<file path="config.mk">
export PLATFORM = sky130hd
export DESIGN_NAME = nmef_queue
export DESIGN_NICKNAME = d
export VERILOG_FILES = /design/src/design/nmef_pkg.sv /design/src/design/nmef_queue.sv
export SDC_FILE = /design/constraint.sdc
export NUM_CORES = 1
export LEC_CHECK = 0
export BUFFER_PORTS_ARGS = -buffer_cell sky130_fd_sc_hd__buf_2
export CAP_MARGIN = 10
export CORE_ASPECT_RATIO = 1.4
export CORE_MARGIN = 3
export CORE_UTILIZATION = 40
export CTS_BUF_LIST = sky130_fd_sc_hd__clkbuf_2 sky130_fd_sc_hd__clkbuf_4 sky130_fd_sc_hd__clkbuf_8
export DETAILED_ROUTE_END_ITERATION = 7
export PLACE_DENSITY = 0.63
export SLEW_MARGIN = 15
export SYNTH_ARGS = -nofsm -noshare
export SYNTH_HDL_FRONTEND = slang
export SYNTH_SLANG_ARGS = --single-unit
</file>
<file path="constraint.sdc">
create_clock -name i_clk -period 10.05 [get_ports i_clk]
set_input_delay 2.01 -clock i_clk [delete_from_list [all_inputs] [get_ports i_clk]]
set_output_delay 2.01 -clock i_clk [all_outputs]
set_load 0.05 [all_outputs]
</file>
<file path="src/design/nmef_pkg.sv">
// Package for the normal-map emboss filter: payload structs, register indexes, constants.
// No dependencies.
`timescale 1ns / 1ps
`default_nettype none
package nmef_pkg;
    typedef struct packed {
        logic       is_flush;
        logic [7:0] in_alpha;
        logic [7:0] in_blue;
        logic [7:0] in_green;
        logic [7:0] in_red;
    } t_in_item;

    typedef struct packed {
        logic       last_of_frame;
        logic [7:0] out_alpha;
        logic [7:0] out_blue;
        logic [7:0] out_green;
        logic [7:0] out_red;
    } t_out_item;

    // front-to-back work item: center pixel, window sums, border class
    typedef struct packed {
        logic [31:0] pix;
        logic [9:0]  lsum;
        logic [9:0]  rsum;
        logic [9:0]  tsum;
        logic [9:0]  bsum;
        logic        border;
        logic        last;
    } t_work;

    localparam logic [2:0] REG_COEF_RED   = 3'd0;
    localparam logic [2:0] REG_COEF_GREEN = 3'd1;
    localparam logic [2:0] REG_COEF_BLUE  = 3'd2;
    localparam logic [2:0] REG_WIDTH      = 3'd3;
    localparam logic [2:0] REG_HEIGHT     = 3'd4;
    localparam int CFG_W = 11;
    localparam logic [10:0] BIAS = 11'd128;
    localparam logic [10:0] SAT  = 11'd255;
endpackage
`default_nettype wire

</file>
<file path="src/design/nmef_queue.sv">
// Two-entry queue that decouples the front end from the back end.
// Depends on nmef_pkg.
`timescale 1ns / 1ps
`default_nettype none
module nmef_queue (
    input  wire             i_clk,
    input  wire             i_rst_n,
    input  wire             i_push,
    input  nmef_pkg::t_work i_work,
    output logic            o_full,
    output logic            o_valid,
    output nmef_pkg::t_work o_work,
    input  wire             i_take
);
    nmef_pkg::t_work r_q [2];
    logic       r_wp, r_rp;
    logic [1:0] r_cnt;
    logic       do_push, do_take;

    assign o_full  = r_cnt == 2'd2;
    assign o_valid = r_cnt != 2'd0;
    assign o_work  = r_q[r_rp];
    assign do_push = i_push && !o_full;
    assign do_take = i_take && o_valid;

    always_ff @(posedge i_clk) begin
        if (!i_rst_n) begin
            r_wp <= 1'b0; r_rp <= 1'b0; r_cnt <= 2'd0;
        end else begin
            if (do_push) r_wp <= !r_wp;
            if (do_take) r_rp <= !r_rp;
            r_cnt <= r_cnt + {1'b0, do_push} - {1'b0, do_take};
        end
        if (do_push) r_q[r_wp] <= i_work;
    end
endmodule
`default_nettype wire

</file>
==> results.toml <==
[pwr]
p_seq_frac = 0.408
ir_worst_vdd_uv = 139.0
p_leak_uw = 0.002809
p_sw_frac = 0.3800
total_power_uw = 2038
p_switching_uw = 774.5
p_comb_frac = 0.359
internal-power_uw = 1264
power_frac_clock = 0.233
powerDensity_mw_per_mm2 = 283.7

[critical_path]
path_class = "reg -> out"
startpoint_type = "flop"
path_cells = "buf_4, mux2_2, buf_2"
worstPathMaxFanout = 62
critPathMaxStageDelay_ns = 0.87
crit_slowest_cell = "buf_4"
required_ns = 8.04
cp.depth = 3
crit_arrival_ns = 2.49
worstSetupEndpointType = "output port"
worstRegToRegCells = 4
cp_top_family = "buffers and inverters"
critPathBufInv = 2

[routing]
num_vias = 2874
wirelength_um = 10030
vias_per_cell = 4.635
drt_iter0_drc = 71
drc = 0
wire_per_inst_um = 16.17
drt_first_pass_iters = 4
ant_nets = 0

[grt]
grt_use_met3 = 0.05457
globalRouteMet1Util = 0.1328
gr-total-overflow = 0
grt_max_degree = 75
grt_pass1_wl_um = 15590
grt_use_met2 = 0.2195
antenna_found_initial = 2
grt_pass1_vias = 3154
track_usage = 0.1297
grt_busiest_layer = "met2"

[timing]
slew_headroom = 0.2610
fmax_mhz = 222.4
fin_setup_tns_ns = 0
hold_violations = 0
fin_worst_skew_ns = 0.01529
rsz0062_at_grt = "no"
slew_violations = 0
fin_ws_ns = 5.554
worst_pin_slew_ns = 1.108
fin_crit_sh = 0.4474
setup_viol = 0
layout_min_cycle_time_ns = 4.496

[placed_design]
post-dp-hpwl_um = 6476
preCtsSetupSlack_ns = 5.966
place_area_mm2 = 0.006765
port_buffers = 153
globalplace.congestion = 0.6774

[synth]
yosysSeqAreaShare = 0.7807
synth_most_common_cell = "edfxtp_1"
synth_area_leaders = "edfxtp_1 (76%), mux2_4 (15%), mux2_2 (2.7%), dfxtp_1 (1.7%), buf_6 (1.4%)"
synth_seq_cells = 153
yosys_warnings = 0
synth_flop_cell = "edfxtp_1"
synthDistinctLibCells = 18
synth_edf_count = 148
synth_area_leader_cell = "edfxtp_1"
async_flop_share = 0
yosysTopAreaCellShare = 0.7635
synthesis.area_mm2 = 0.005821
synth_fp_nets = 336
syn_inst = 256
synth_commonest_cells = "edfxtp_1 (148), mux2_4 (60), mux2_2 (14)"
syn_avg_cell_area_um2 = 22.74

[clocking]
cts_setup_buffers = 0
cts_resized = 0
cts_root_buf = "clkbuf_8"
clock_latency_ns = 0.44
htreeDepth = 4
cts.hold.buffers_added = 0
cts.clk_slew.worst_paths_ns = 0.09
clkSinkCount = 153
clock_path_buffers = 2
cts_tree = "built"
cts_buffers = 17

[hold_path]
hold_path.class = "reg -> reg"
holdPathStages = 2

[die]
placementRows = 51
start_util = 0.4127
die_w_um = 108.0
die_h_um = 148.7
coreArea_mm2 = 0.01410
num_io_pins = 154
dieArea_mm2 = 0.01606

[finish]
design_area_mm2 = 0.007183
nets = 502
utilization = 0.5094
area_delta_synth_final_pct = 23.41
diodes = 0
drive_gt1_frac = 0.6092

[outcome]
status = "completed"

[run]
maxCapViolCount = 0
cells in the final DEF (no fill, tap or decap):
master        n
clkinvlp_4    2
clkinv_8      1
o21a_1        1
nand2b_1      2
inv_8         2
nor2_4        1
and2_1        1
edfxtp_1    148
buf_2       153
xor2_1        1
nor2_1        3
clkbuf_8     17
xnor2_1       2
inv_1         3
inv_6         5
nand2_1       2
or2_2         1
bufinv_16     2
dfxtp_4       1
clkinv_4      3
buf_4         2
mux2_4       60
mux2i_1       1
dfxtp_1       4
and3_4        1
mux2_2       14
ha_1          2
cells by family after synthesis:
kind of cell	after synthesis	share of synthesized area
xor+xnor	3	0.004515
compound gates	1	0.001290
fa+ha+maj	2	0.004299
mux	75	0.1836
simple gates	11	0.009245
buf+inv	11	0.01634
flops	153	0.7807
metrics by stage:
| step | hold WS (ns) | cells |
|---|---|---|
| CTS | 0.5254 | 620 |
| floorplan | 0.4549 | 256 |
| finish | 0.5137 | 620 |
| global route | 0.5504 | 620 |
| global placement | 0.4997 | 588 |
| detailed placement | 0.5007 | 588 |
sequential cells by signal, summed over array words and instances (netlist names), named ones only:
| signal | flops |
|---|---|
| r_rp | 1 |
| r_cnt | 2 |
| r_wp | 1 |
| r_q | 148 |
final cells by class:
| class | instances | area (µm²) |
|---|---|---|
| fill | 1178 | 6919 |
| sequential | 153 | 4548 |
| multi-input combinational | 92 | 1194 |
| timing repair buffer | 155 | 780.7 |
| clock buffer | 17 | 234.0 |
| tap | 185 | 231.5 |
| clock inverter | 15 | 183.9 |
| inverter | 3 | 11.26 |
worst reg2reg max path: stages (launching register included):
cell and delay [ns]:
dfxtp_1 0.37, nand2b_1 0.18, nand2_1 0.15, nor2_4 0.35, buf_4 0.72
final timing paths:
kind,end,startpoint,slack (ns)
setup / recovery,o_work[3],flop,5.55
hold reg to reg,flop,r_rp,0.51
hold / removal,flop,r_rp,0.51
setup reg to reg,r_q[0][25],r_cnt[0],7.83
metal layers:
metal / up-vias / routed length (µm)
met5: - / 27
met4: 4 / 363
met3: 29 / 698
met2: 110 / 5332
met1: 1394 / 3602
li1: 1337 / -
power groups by stage:
stage / combinational (µW) / sequential, µW / clock [µW]
2_1_floorplan: 619 / 839 / 0
3_3_place_gp: 739 / 842 / 0
3_5_place_dp: 743 / 848 / 0
4_1_cts: 744 / 833 / 492
5_1_grt: 771 / 841 / 517
6_report: 732 / 831 / 475
No activity file was read; power rests on OpenSTA's default activity.
