$ cat src/design/nmef_pkg.sv
// Package for the normal-map emboss filter: payload structs, register indexes, constants.
// No dependencies.
`timescale 1ns / 1ps
`default_nettype none
package nmef_pkg;
    typedef struct packed {
        logic       is_flush;
        logic [7:0] in_alpha;
        logic [7:0] in_blue;
        logic [7:0] in_green;
        logic [7:0] in_red;
    } t_in_item;

    typedef struct packed {
        logic       last_of_frame;
        logic [7:0] out_alpha;
        logic [7:0] out_blue;
        logic [7:0] out_green;
        logic [7:0] out_red;
    } t_out_item;

    // front-to-back work item: center pixel, window sums, border class
    typedef struct packed {
        logic [31:0] pix;
        logic [9:0]  lsum;
        logic [9:0]  rsum;
        logic [9:0]  tsum;
        logic [9:0]  bsum;
        logic        border;
        logic        last;
    } t_work;

    localparam logic [2:0] REG_COEF_RED   = 3'd0;
    localparam logic [2:0] REG_COEF_GREEN = 3'd1;
    localparam logic [2:0] REG_COEF_BLUE  = 3'd2;
    localparam logic [2:0] REG_WIDTH      = 3'd3;
    localparam logic [2:0] REG_HEIGHT     = 3'd4;
    localparam int CFG_W = 11;
    localparam logic [10:0] BIAS = 11'd128;
    localparam logic [10:0] SAT  = 11'd255;
endpackage
`default_nettype wire

$ cat src/design/nmef_back.sv
// Back end: turns work items into output pixels, with an output register.
// Depends on nmef_pkg.
`timescale 1ns / 1ps
`default_nettype none
module nmef_back (
    input  wire              i_clk,
    input  wire              i_rst_n,
    input  wire              i_valid,
    input  nmef_pkg::t_work  i_work,
    output logic             o_ready,
    output logic             o_empty,
    input  wire              i_pop,
    output nmef_pkg::t_out_item o_item
);
    logic r_full;
    nmef_pkg::t_out_item r_item, n_item;

    function automatic logic [7:0] clamp(input logic signed [11:0] v);
        if (v < 0) return 8'd0;
        if (v > 12'sd255) return 8'd255;
        return v[7:0];
    endfunction

    logic [7:0] pr, pg, pb, pa, mx;
    logic signed [11:0] hs, vs;
    always_comb begin
        pr = i_work.pix[7:0];
        pg = i_work.pix[15:8];
        pb = i_work.pix[23:16];
        pa = i_work.pix[31:24];
        mx = pr;
        if (pg > mx) mx = pg;
        if (pb > mx) mx = pb;
        hs = $signed({2'b0, i_work.rsum}) - $signed({2'b0, i_work.lsum}) + 12'sd128;
        vs = $signed({2'b0, i_work.tsum}) - $signed({2'b0, i_work.bsum}) + 12'sd128;
        n_item.out_alpha     = pa;
        n_item.last_of_frame = i_work.last;
        if (pa == 8'd0) begin
            n_item.out_red   = pr;
            n_item.out_green = pg;
            n_item.out_blue  = pb;
        end else begin
            n_item.out_blue  = clamp($signed({4'b0, mx}) + 12'sd128);
            n_item.out_red   = i_work.border ? 8'd0 : clamp(hs);
            n_item.out_green = i_work.border ? 8'd0 : clamp(vs);
        end
    end

    assign o_ready = !r_full || i_pop;
    assign o_empty = !r_full;
    assign o_item  = r_item;

    always_ff @(posedge i_clk) begin
        if (!i_rst_n) begin
            r_full <= 1'b0;
        end else if (o_ready) begin
            r_full <= i_valid;
        end
        if (o_ready && i_valid) r_item <= n_item;
    end
endmodule
`default_nettype wire

$ cat config.mk
export PLATFORM = sky130hd
export DESIGN_NAME = nmef_back
export DESIGN_NICKNAME = d
export VERILOG_FILES = /design/src/design/nmef_pkg.sv /design/src/design/nmef_back.sv
export SDC_FILE = /design/constraint.sdc
export NUM_CORES = 1
export LEC_CHECK = 0
export BUFFER_PORTS_ARGS = -buffer_cell sky130_fd_sc_hd__buf_2
export CAP_MARGIN = 0
export CORE_AREA = 8 8 78 97
export CTS_CLUSTER_DIAMETER = 100
export DETAILED_ROUTE_END_ITERATION = 10
export DIE_AREA = 0 0 86 105
export HOLD_SLACK_MARGIN = 0.15
export PLACE_DENSITY = 0.94
export SLEW_MARGIN = 20
export SYNTH_ARGS = -nofsm -noshare
export SYNTH_HDL_FRONTEND = slang
export SYNTH_SLANG_ARGS = --single-unit
export TNS_END_PERCENT = 10
$ cat constraint.sdc
create_clock -name i_clk -period 8.12 [get_ports i_clk]
set_input_delay 1.624 -clock i_clk [delete_from_list [all_inputs] [get_ports i_clk]]
set_output_delay 1.624 -clock i_clk [all_outputs]
set_load 0.005 [all_outputs]
==> results.md <==
* Die area at 9030 um2
* Pwr/cell area at 152 nW/um2
* Arrival @ worst endpoint at 4.89 ns
* R2r setup slk at 6.84 ns
* Final WL at 8700 um
* Hold Crit Depth at 2
* Proportion of layout cells with a drive suffix above 1 at 0.296
* Sequential cell area fraction in the yosys report at 0.318
* Count of input and output buffers at 112
* DIE HEIGHT at 105 um
* TNS Setup at 0 ns
* Met1 Usage GRT at 0.214
* Launch point of the worst hold path: r_full
* Main flop type after synthesis: edfxtp_1
* Synth Register Bits at 34
* DR vias/cell at 5.68
* Post-Synthesis Cells at 349
* CTS root buf: clkbuf_8
* Pint at 0.000391 W
* Fmax at 204 MHz
* Worst Skew at 0.00387 ns
* CTS tree: yes
* Core Region at 6050 um2
* Clock tree sinks at 34
* Crit-path max FO at 18
* GP Congestion at 0.921
* Yosys cell types at 61
* Post-synthesis area per instance at 9.12 um2
* FF/Latch Area at 1010 um2
* Hold endpoint: r_full
* Required time of the critical path at 8.10 ns
* Met3 GRT Util at 0.0431
* Post-synth EDFFs at 33
* Cell repeated most along the worst path: o21a_1
* Ys async rst share at 0
* Worst hold path type: flop to flop
* First DRT Iteration DRCs at 154
* Resized Gates After CTS at 0
* Max incr delay on CP at 0.59 ns
* Capturing point of the worst reg2reg path: o_item[30]
* Die width at 86 um
* Layout fillers at 504
* Critical Path Start Type: primary input
* Worst r2r path cells at 3
* Worst-Margin Slew at 0.695 ns
* Crit-path slowest cell: nor4b_2
* Sw frac at 0.348
* Nets at 586
* Area grow syn2layout at 23.8%
* Slew margin rel. at 0.533
* Post-CTS Setup Repair Bufs at 0
* Hold Buf Count CTS at 0
* Max H-tree Level at 2
* CTS clk-pin slew, worst paths at 0.06 ns
* Peak VDD IR at 0.0717 mV
* Setup violations, final at 0
* Gr ovfl total at 0
* 1st-pass router iterations at 7
* Crit end category: flop
* GRT busiest layer: met2
* Status: completed
* Fin crit share at 0.605
* Delay-heaviest family, CP: compound AO/OA/AOI/OAI gates
* Syn. warnings at 0
* Initial antenna violation count at 0
* DP HPWL at 7250 um
* Clk_lat worst skew at 0.29 ns
* Worst-path cell chain: buf_2, inv_1, ha_1, nor2b_1, o21a_1, o21a_1, o21bai_1, a21oi_1, buf_4, nor2_1, a21oi_1, ha_1, nor2b_1, o21a_1, o21a_1, o21bai_1, a21oi_1, nor4b_2, a222oi_1
* Diode count at 0
* Fin util at 0.652
* Fin. Hold Viols at 0
* Max-cap violations at 0
* Global-route wire length before repair at 14300 um
* Minimum clock period after layout at 4.91 ns
* Cts bufs inserted at 5
* Site Rows at 32
* Syn nets at 467
* Switching Power at 0.000209 W
* Vias at 3145
* RSZ-0062 raised after global routing: false
* Worst path bufs/invs at 3
* CTS max path bufs at 2
* Remaining DRCs at 0
* Pins Over Slew Limit at 0
* CP Launch Point: i_work[43]
* Worst r2r src: r_full
* Largest net degree at the start of global routing at 34
* WL per Instance at 15.7 um
* Tot GR Track Use at 0.192
* I/O Pins at 113
* Multi-input gate area at 1950 um2
* Post-DRT Antenna Nets at 0
* Leakage power at 1.86 nW
* Vias in the first global route at 3156
* Initial Utilization at 0.526
* Sequential power share at 0.374
* Mapped Area at 3180 um2
* Clock power frac at 0.191
* Gate power share at 0.435
* Global Route met2 Usage at 0.332
* Crit path kind: primary input to flop
cell usage in the layout, fill, tap and decap left out, types with 4 or more instances in the layout:
cell type	instances
a211oi_1	7
o221ai_1	4
nor2_1	35
nor4_1	5
a21oi_1	20
edfxtp_1	33
o21ai_1	10
nor2b_1	4
a222oi_1	7
ha_1	38
buf_2	112
nor3_1	5
a21o_1	8
nand4_1	4
o21a_1	11
inv_1	55
xor2_1	4
a32oi_1	8
o21ai_0	6
nand2b_1	4
nand2_1	19
clkbuf_8	5
xnor2_1	6
cell usage after synthesis (2+ instances only):
library cell / number / share of area
a211oi_1: 7 / 0.017
a21boi_0: 2 / 0.0047
a21o_1: 8 / 0.019
a21oi_1: 20 / 0.031
a222oi_1: 7 / 0.022
a32oi_1: 8 / 0.022
and2_1: 2 / 0.0039
clkbuf_1: 3 / 0.0035
edfxtp_1: 33 / 0.31
fa_1: 2 / 0.013
ha_1: 38 / 0.15
inv_1: 55 / 0.065
nand2_1: 19 / 0.022
nand2b_1: 4 / 0.0079
nand3_1: 3 / 0.0047
nand4_1: 4 / 0.0079
nor2_1: 35 / 0.041
nor2b_1: 4 / 0.0079
nor3_1: 5 / 0.0079
nor4_1: 5 / 0.0098
nor4b_1: 2 / 0.0055
o211ai_1: 2 / 0.0047
o21a_1: 11 / 0.026
o21ai_0: 6 / 0.0094
o21ai_1: 10 / 0.016
o21bai_1: 3 / 0.0071
o221ai_1: 4 / 0.011
o22ai_1: 2 / 0.0039
o31a_1: 2 / 0.0055
or4_1: 3 / 0.0071
or4_4: 2 / 0.0071
xnor2_1: 6 / 0.017
xor2_1: 4 / 0.011
flip-flops by register name (all words and copies together) (netlist names):
| name | count |
|---|---|
| o_item | 33 |
| r_full | 1 |
per-stage QoR:
stage / hold WS, ns / setup WS (ns) / area [um2] / cells / power (W)
finish: 0.558 / 3.21 / 3940 / 554 / 0.000600
global route: 0.610 / 3.00 / 3940 / 554 / 0.000637
CTS: 0.565 / 3.26 / 3940 / 554 / 0.000600
detailed placement: 0.555 / 2.96 / 3860 / 546 / 0.000486
global placement: 0.514 / 3.08 / 3860 / 546 / 0.000475
floorplan: 0.520 / 3.15 / 3180 / 349 / 0.000405
kinds of logic after synthesis:
| logic type | Yosys count | share of synthesized area |
|---|---|---|
| compound gates | 107 | 0.259 |
| simple gates | 98 | 0.161 |
| buf+inv | 59 | 0.0696 |
| fa+ha+maj | 40 | 0.162 |
| flops | 34 | 0.318 |
| xor+xnor | 10 | 0.0275 |
| mux | 1 | 0.00315 |
worst min-delay path, stage by stage, from the launching register on:
cell and delay [ns]:
dfxtp_1 0.32, nand2b_1 0.10, a21boi_0 0.09
routing by layer:
layer / part of all wire / up-vias
met5: 0 / -
met4: 0.033 / 0
met3: 0.076 / 25
met2: 0.48 / 154
met1: 0.41 / 1425
li1: - / 1541
cell type report:
class | count | area share
Timing Repair Buffer | 115 | 0.148
Inverter | 56 | 0.0534
Clock inverter | 3 | 0.00286
Multi-Input combinational cell | 256 | 0.495
Clock buffer | 5 | 0.0175
Tap cell | 85 | 0.0270
Sequential cell | 34 | 0.257
worst max path at each step:
| stage | cells past startpoint | slack [ns] | to |
|---|---|---|---|
| floorplan | 17 | 3.15 | o_item[16] |
| global placement | 19 | 3.08 | o_item[16] |
| detailed placement | 19 | 2.96 | o_item[16] |
| CTS | 19 | 3.26 | o_item[16] |
| global route | 19 | 3.00 | o_item[16] |
| finish | 19 | 3.21 | o_item[21] |
power by group through the flow:
stage | clock network (W) | registers (W) | logic (W)
2_1_floorplan | 0 | 0.000231 | 0.000174
3_3_place_gp | 0 | 0.000228 | 0.000247
3_5_place_dp | 0 | 0.000229 | 0.000258
4_1_cts | 0.000116 | 0.000225 | 0.000259
5_1_grt | 0.000122 | 0.000227 | 0.000289
6_report | 0.000115 | 0.000225 | 0.000261
(Power assumes the default switching activity.)
